==> config.mk <==
export PLATFORM = sky130hd
export DESIGN_NAME = tcw_ctrl
export DESIGN_NICKNAME = d
export VERILOG_FILES = /design/src/tcw_pkg.sv /design/src/tcw_ctrl.sv
export SDC_FILE = /design/constraint.sdc
export NUM_CORES = 1
export LEC_CHECK = 0
export BUFFER_PORTS_ARGS = -buffer_cell sky130_fd_sc_hd__clkbuf_2
export CAP_MARGIN = 25
export CORE_ASPECT_RATIO = 1.5
export CORE_MARGIN = 1
export CORE_UTILIZATION = 55
export CTS_CLUSTER_DIAMETER = 50
export DETAILED_ROUTE_END_ITERATION = 6
export GPL_TIMING_DRIVEN = 0
export PLACE_DENSITY = 0.81
export SYNTH_ARGS = -nofsm -noshare
export SYNTH_HDL_FRONTEND = slang
export SYNTH_SLANG_ARGS = --single-unit
==> constraint.sdc <==
create_clock -name clk_i -period 6.2 [get_ports clk_i]
set_input_delay 1.24 -clock clk_i [delete_from_list [all_inputs] [get_ports clk_i]]
set_output_delay 1.24 -clock clk_i [all_outputs]
set_load 0.01 [all_outputs]
==> src/tcw_pkg.sv <==
// Shared types and constants for the text console writer.
// Used by tcw_ctrl, the top level and the checker; depends on nothing else.
package tcw_pkg;

  localparam int COLUMNS_DEF = 80;
  localparam int ROWS_DEF    = 25;

  localparam logic [7:0] CH_NEWLINE = 8'd10;
  localparam logic [7:0] CH_RETURN  = 8'd13;
  localparam logic [7:0] CH_SPACE   = 8'd32;

  typedef enum logic [1:0] {
    FUNC_PUT       = 2'd0,
    FUNC_BACKSPACE = 2'd1,
    FUNC_CLEAR     = 2'd2,
    FUNC_READ      = 2'd3
  } func_e;

  typedef struct packed {
    logic [1:0]  func;
    logic [7:0]  char_code;
    logic [7:0]  color;
    logic [10:0] cell_index;
  } req_t;

  typedef struct packed {
    logic [10:0] cursor_pos;
    logic [15:0] cell_data;
    logic        scrolled;
  } res_t;

endpackage

==> src/tcw_ctrl.sv <==
// Sequencer of the text console writer: cursor, operation decode, scroll
// copy and fill sweeps over the cell store. Depends on tcw_pkg.
module tcw_ctrl import tcw_pkg::*; #(
  parameter int COLUMNS = COLUMNS_DEF,
  parameter int ROWS    = ROWS_DEF,
  parameter int AW      = $clog2(COLUMNS * ROWS)
) (
  input  logic          clk_i,
  input  logic          rst_ni,
  input  logic          start_i,
  output logic          busy_o,
  input  req_t          req_i,
  output logic          done_o,
  output res_t          res_o,
  input  logic          cfg_we_i,
  input  logic [7:0]    cfg_wdata_i,
  output logic          mem_we_o,
  output logic [AW-1:0] mem_waddr_o,
  output logic [15:0]   mem_wdata_o,
  output logic          mem_re_o,
  output logic [AW-1:0] mem_raddr_o,
  input  logic [15:0]   mem_rdata_i
);

  localparam int CELLS  = COLUMNS * ROWS;
  localparam int BOT    = (ROWS - 1) * COLUMNS;
  localparam int PW     = $clog2(CELLS + 1);
  localparam int CLW    = $clog2(COLUMNS);
  localparam int RW     = $clog2(ROWS);

  localparam logic [2:0] ST_IDLE   = 3'd0;
  localparam logic [2:0] ST_READ   = 3'd1;
  localparam logic [2:0] ST_SCROLL = 3'd2;
  localparam logic [2:0] ST_FILL   = 3'd3;

  logic [2:0]     state_q, state_d;
  logic [PW-1:0]  ptr_q, ptr_d;
  logic [AW-1:0]  wr_addr_q, wr_addr_d;
  logic           copy_wr_q, copy_wr_d;
  logic [15:0]    fill_word_q, fill_word_d;
  logic           report_q, report_d;
  logic           scrolled_q, scrolled_d;
  logic [PW-1:0]  pos_q, pos_d;
  logic [CLW-1:0] col_q, col_d;
  logic [RW-1:0]  row_q, row_d;
  logic [7:0]     blank_attr_q;
  logic           done_q, done_d;
  res_t           res_q, res_d;
  logic           row_adv;

  always_comb begin
    state_d     = state_q;
    ptr_d       = ptr_q;
    wr_addr_d   = wr_addr_q;
    copy_wr_d   = copy_wr_q;
    fill_word_d = fill_word_q;
    report_d    = report_q;
    scrolled_d  = scrolled_q;
    pos_d       = pos_q;
    col_d       = col_q;
    row_d       = row_q;
    done_d      = 1'b0;
    res_d       = res_q;
    row_adv     = 1'b0;
    mem_we_o    = 1'b0;
    mem_waddr_o = pos_q[AW-1:0];
    mem_wdata_o = {req_i.color, req_i.char_code};
    mem_re_o    = 1'b0;
    mem_raddr_o = AW'(req_i.cell_index);

    case (state_q)
      ST_IDLE: begin
        if (start_i) begin
          res_d.cell_data = 16'd0;
          res_d.scrolled  = 1'b0;
          case (req_i.func)
            FUNC_PUT: begin
              if (req_i.char_code == CH_NEWLINE) begin
                col_d   = '0;
                pos_d   = pos_q - PW'(col_q) + PW'(COLUMNS);
                row_adv = 1'b1;
              end else if (req_i.char_code == CH_RETURN) begin
                col_d = '0;
                pos_d = pos_q - PW'(col_q);
              end else begin
                mem_we_o = 1'b1;
                pos_d    = pos_q + PW'(1);
                if (col_q == CLW'(COLUMNS - 1)) begin
                  col_d   = '0;
                  row_adv = 1'b1;
                end else begin
                  col_d = col_q + CLW'(1);
                end
              end
              if (row_adv && row_q == RW'(ROWS - 1)) begin
                // The cursor stays on the last row while the rows move up.
                pos_d      = PW'(BOT);
                state_d    = ST_SCROLL;
                ptr_d      = PW'(COLUMNS);
                copy_wr_d  = 1'b0;
                scrolled_d = 1'b1;
              end else begin
                if (row_adv) begin
                  row_d = row_q + RW'(1);
                end
                done_d = 1'b1;
              end
            end
            FUNC_BACKSPACE: begin
              if (col_q != '0) begin
                col_d = col_q - CLW'(1);
                pos_d = pos_q - PW'(1);
              end else if (row_q != '0) begin
                row_d = row_q - RW'(1);
                col_d = CLW'(COLUMNS - 1);
                pos_d = pos_q - PW'(1);
              end
              mem_we_o    = 1'b1;
              mem_waddr_o = pos_d[AW-1:0];
              mem_wdata_o = {req_i.color, CH_SPACE};
              done_d      = 1'b1;
            end
            FUNC_CLEAR: begin
              col_d       = '0;
              row_d       = '0;
              pos_d       = '0;
              state_d     = ST_FILL;
              ptr_d       = '0;
              fill_word_d = {blank_attr_q, CH_SPACE};
              report_d    = 1'b1;
              scrolled_d  = 1'b0;
            end
            default: begin
              if (32'(req_i.cell_index) < CELLS) begin
                mem_re_o = 1'b1;
                state_d  = ST_READ;
              end else begin
                done_d = 1'b1;
              end
            end
          endcase
          res_d.cursor_pos = 11'(pos_d);
        end
      end
      ST_READ: begin
        done_d          = 1'b1;
        res_d.cell_data = mem_rdata_i;
        state_d         = ST_IDLE;
      end
      ST_SCROLL: begin
        // Read one row ahead and write the word back one row higher in the following cycle.
        mem_we_o    = copy_wr_q;
        mem_waddr_o = wr_addr_q;
        mem_wdata_o = mem_rdata_i;
        mem_raddr_o = ptr_q[AW-1:0];
        if (ptr_q != PW'(CELLS)) begin
          mem_re_o  = 1'b1;
          ptr_d     = ptr_q + PW'(1);
          copy_wr_d = 1'b1;
          wr_addr_d = AW'(ptr_q - PW'(COLUMNS));
        end else begin
          copy_wr_d   = 1'b0;
          state_d     = ST_FILL;
          ptr_d       = PW'(BOT);
          fill_word_d = {blank_attr_q, CH_SPACE};
          report_d    = 1'b1;
        end
      end
      ST_FILL: begin
        mem_we_o    = 1'b1;
        mem_waddr_o = ptr_q[AW-1:0];
        mem_wdata_o = fill_word_q;
        ptr_d       = ptr_q + PW'(1);
        if (ptr_q == PW'(CELLS - 1)) begin
          state_d = ST_IDLE;
          if (report_q) begin
            done_d           = 1'b1;
            res_d.cursor_pos = 11'(pos_q);
            res_d.cell_data  = 16'd0;
            res_d.scrolled   = scrolled_q;
          end
        end
      end
      default: begin
        state_d = ST_IDLE;
      end
    endcase
  end

  // After reset the store is swept once with plain spaces before any item is taken.
  always_ff @(posedge clk_i or negedge rst_ni) begin
    if (!rst_ni) begin
      state_q      <= ST_FILL;
      ptr_q        <= '0;
      copy_wr_q    <= 1'b0;
      fill_word_q  <= {8'd0, CH_SPACE};
      report_q     <= 1'b0;
      scrolled_q   <= 1'b0;
      pos_q        <= '0;
      col_q        <= '0;
      row_q        <= '0;
      blank_attr_q <= 8'd0;
      done_q       <= 1'b0;
    end else begin
      state_q     <= state_d;
      ptr_q       <= ptr_d;
      copy_wr_q   <= copy_wr_d;
      fill_word_q <= fill_word_d;
      report_q    <= report_d;
      scrolled_q  <= scrolled_d;
      pos_q       <= pos_d;
      col_q       <= col_d;
      row_q       <= row_d;
      done_q      <= done_d;
      if (cfg_we_i) begin
        blank_attr_q <= cfg_wdata_i;
      end
    end
  end

  always_ff @(posedge clk_i) begin
    wr_addr_q <= wr_addr_d;
    res_q     <= res_d;
  end

  assign busy_o = (state_q != ST_IDLE);
  assign done_o = done_q;
  assign res_o  = res_q;

endmodule

==> summary.txt <==
Clock tree
  – CTS Hold Buffers Added: 0
  – Buffers inserted during post-CTS setup optimization: 0
  – Source-to-sink clock delay at the later pin of the worst-skew pair: 0.36 ns
  – Number of buffers created by CTS: 9
  – Clock transition at the registers of the reported paths: 0.07 ns
  – Sinks on Clock Net: 95
  – CTS H-tree lvls: 3
  – Buffer cell driving the clock tree root: clkbuf_16
  – CTS max path bufs: 2
  – Clock tree from TritonCTS: done
  – Number of gates given a new drive strength after cts: 0

GRT
  – Number of antenna violations at the first check in global routing: 0
  – GRT Total Usage: 31.7%
  – Largest net degree at the start of global routing: 57
  – Via count of the first global-routing pass: 6256
  – Grt total ovfl: 0
  – Global-route wire length before repair: 30.8 mm

Logic synthesis
  – XOR/XNOR share of the synthesized area: 6.02%
  – Gate Count Post-Synth: 759
  – Area share of and/or/nand/nor cells after synthesis: 20.5%
  – Average cell area after synthesis: 8.81 um^2
  – Multiplexer share of the synthesized area: 6.53%
  – Arithmetic-cell share of the synthesized area counting full adders, half adders and majority gates: 5.28%
  – Synthesized cell area: 6690 um^2
  – Syn Nets: 843
  – Share of flip-flops with an asynchronous set or reset: 58.9%
  – Predominant post-synthesis flop cell: dfrtp_1
  – Sequential-to-total area share from yosys stat: 38.5%
  – Combinational family with the most area after synthesis: simple AND/OR/NAND/NOR gates
  – Leading cell types by count after synthesis: nand2_1, nor2_1, a21oi_1, o21ai_0, dfrtp_1
  – EDFF count, synth: 39
  – Cell type with the highest aggregate area in the netlist: dfrtp_1
  – Cells taking the most area after synthesis: dfrtp_1, edfxtp_1, ha_1
  – Cell variety after synth: 73
  – Yosys warning count: 0
  – Flip-flop and latch count after synthesis: 95
  – Most common cell in the netlist: nand2_1
  – Share of Yosys cell area claimed by the top area cell type: 20.2%
  – Compound-gate portion of the synthesized area: 18.6%

Placement
  – Area post-placement: 7520 um^2
  – Dpl hpwl: 14.6 mm
  – Placed instance count: 1039
  – Routability congestion estimate: 0.961
  – Worst slack at placement: 1.42 ns
  – # port buffers: 125

Setup path
  – Worst setup SP type: flop
  – Kind of cell with the highest combined delay on the critical path: simple AND/OR/NAND/NOR gates
  – Critical Path Stages: 12
  – Cells traversed along the worst timing path: inv_1 -> ha_1 -> or3b_1 -> clkbuf_1 -> nor4_2 -> or3_1 -> nor4_1 -> nand2_1 -> xnor2_1 -> nor2_1 -> a21oi_1 -> clkbuf_2
  – Worst reg2reg path depth: 12
  – Capturing element of the worst setup path: mem_waddr_o[6]
  – Critical path class: flop to output pin
  – Slowest cell delay on critical path: 0.67 ns
  – Endpoint type of the worst setup path: output pin
  – Critical Path Fanout Max: 7
  – Crit Reg-Reg Startpoint: pos_q[0]$_DFFE_PN0P_
  – Critical path's slowest cell: nor4_1
  – CP startpoint: col_q[1]$_DFFE_PN0P_
  – Combined buffer and inverter count along the critical path: 3
  – CP arrival: 3.69 ns
  – Flop2flop setup slack: 2.42 ns
  – Critical path data required time: 4.96 ns
  – Reg-to-Reg End: res_o[25]$_DFFE_PP_

Flow run
  – Reported max-cap violation count: 0

Die
  – Floorplan core area: 11900 um^2
  – Die Height: 137 um
  – Horizontal extent of the die: 92.0 um
  – Number of top-level pins: 127
  – Die area: 12600 um^2
  – FP Rows: 49
  – Starting utilization of the core area: 56.2%

Pwr
  – Pwr/cell area: 442 nW/um^2
  – Pwr Total: 3.47 mW
  – Worst ir drop on vdd: 0.257 mV
  – LEAKAGE: 3.37 nW

Timing
  – Shortest period the worst path allows: 4.93 ns
  – Share of the clock period used by the worst path after layout: 79.4%
  – Slew at the pin with the worst max-slew slack: 0.849 ns
  – Setup violation total in the final timing report: 0
  – Setup repair after global routing missed its margin: no
  – Post-layout worst setup margin: 1.27 ns
  – Fin. Hold Viols: 0
  – Fmax achieved: 203 MHz
  – Relative slew margins: 42.8%
  – Layout Skew: 0.0122 ns
  – Pins over their slew limit: 0
  – TNS Setup: 0 ns
  – Worst slack on hold paths: 0.510 ns

Routing
  – Routed wire length: 19.6 mm
  – Antenna-violating nets left: 0
  – Average via count per standard cell: 6.14
  – Detailed Routing Iterations Pass 1: 5
  – Detailed-route via count: 6478
  – Post-route DRC: 0
  – Average wire per standard cell: 18.5 um
  – Iter 0 DRT Violations: 568

Layout
  – Layout area overhead: 17.2%
  – Final std cell area, no fill: 7840 um^2
  – Final std cells w/o fill: 1055
  – Proportion of layout cells with a drive suffix above 1: 21.2%
  – Fraction of the core area covered by cells at the end of the flow: 65.9%
  – Ant diodes: 0
  – Nets@finish: 981

Status
  – Status: finished clean

Hold path
  – Hold crit path type: flop to flop
-- cells in the final DEF, fill, tap and decap left out, drive strengths merged, types with 16 or more instances in the layout --
cell type,netlist,routed
mux2,21,21
nand2,81,81
dfrtp,54,54
edfxtp,39,39
nor2,65,65
inv,30,33
xor2,16,16
xnor2,30,30
nand3,21,21
clkbuf,36,171
o21ai,59,59
mux2i,20,20
a21oi,62,62
ha,25,25
and2,20,20
-- registers in the layout, summed over array words and instances, names as in the netlist --
register,flops
wr_addr_q,11
copy_wr_q,1
blank_attr_q,8
fill_word_q,8
state_q,2
col_q,7
report_q,1
res_o,28
row_q,5
scrolled_q,1
done_o,1
pos_q,11
ptr_q,11
-- worst min-delay path by stage --
stage	startpoint	to	slack (ns)	cells after the start
final	blank_attr_q[2]$_DFFE_PN0P_	blank_attr_q[2]$_DFFE_PN0P_	0.51	1
after global routing	blank_attr_q[2]$_DFFE_PN0P_	blank_attr_q[2]$_DFFE_PN0P_	0.52	1
after CTS	copy_wr_q$_DFFE_PN0P_	copy_wr_q$_DFFE_PN0P_	0.51	2
after detailed placement	copy_wr_q$_DFFE_PN0P_	copy_wr_q$_DFFE_PN0P_	0.49	2
after global placement	blank_attr_q[2]$_DFFE_PN0P_	fill_word_q[10]$_DFFE_PN0P_	0.48	1
after floorplan	report_q$_DFFE_PN0P_	report_q$_DFFE_PN0P_	0.46	1
-- cells by family after synthesis --
family	Yosys count
AND/OR/NAND/NOR	276
AO/OA/AOI/OAI	197
flip-flops	95
buffers and inverters	77
XOR/XNOR	46
multiplexers	41
adder cells (fa/ha/maj)	27
-- report_power, final --
| group | total [mW] | switching [mW] | internal, mW |
|---|---|---|---|
| clock network | 0.588 | 0.278 | 0.310 |
| registers | 1.02 | 0.157 | 0.864 |
| logic | 1.86 | 1.13 | 0.731 |
| total | 3.47 | 1.56 | 1.91 |
-- cell type report --
| class | count | area [um^2] |
|---|---|---|
| plain buffers | 47 | 190 |
| inverters | 30 | 113 |
| flip-flops and latches | 95 | 2570 |
| well taps | 153 | 191 |
| multi-input cells | 587 | 3810 |
| fillers | 1005 | 4050 |
| repair buffers | 127 | 643 |
| clock buffers | 10 | 250 |
| clock inverters | 6 | 67.6 |
-- metal layers --
layer  GRT usage, %  vias up  part of all wire (%)
met3           5.39       91                   7.3
met2           55.3      401                    51
li1               -     3010                     -
met1           36.0     2976                    37
met4           19.7        0                   5.4
met5              0        -                     0
Power figures use the tool's default switching activity.
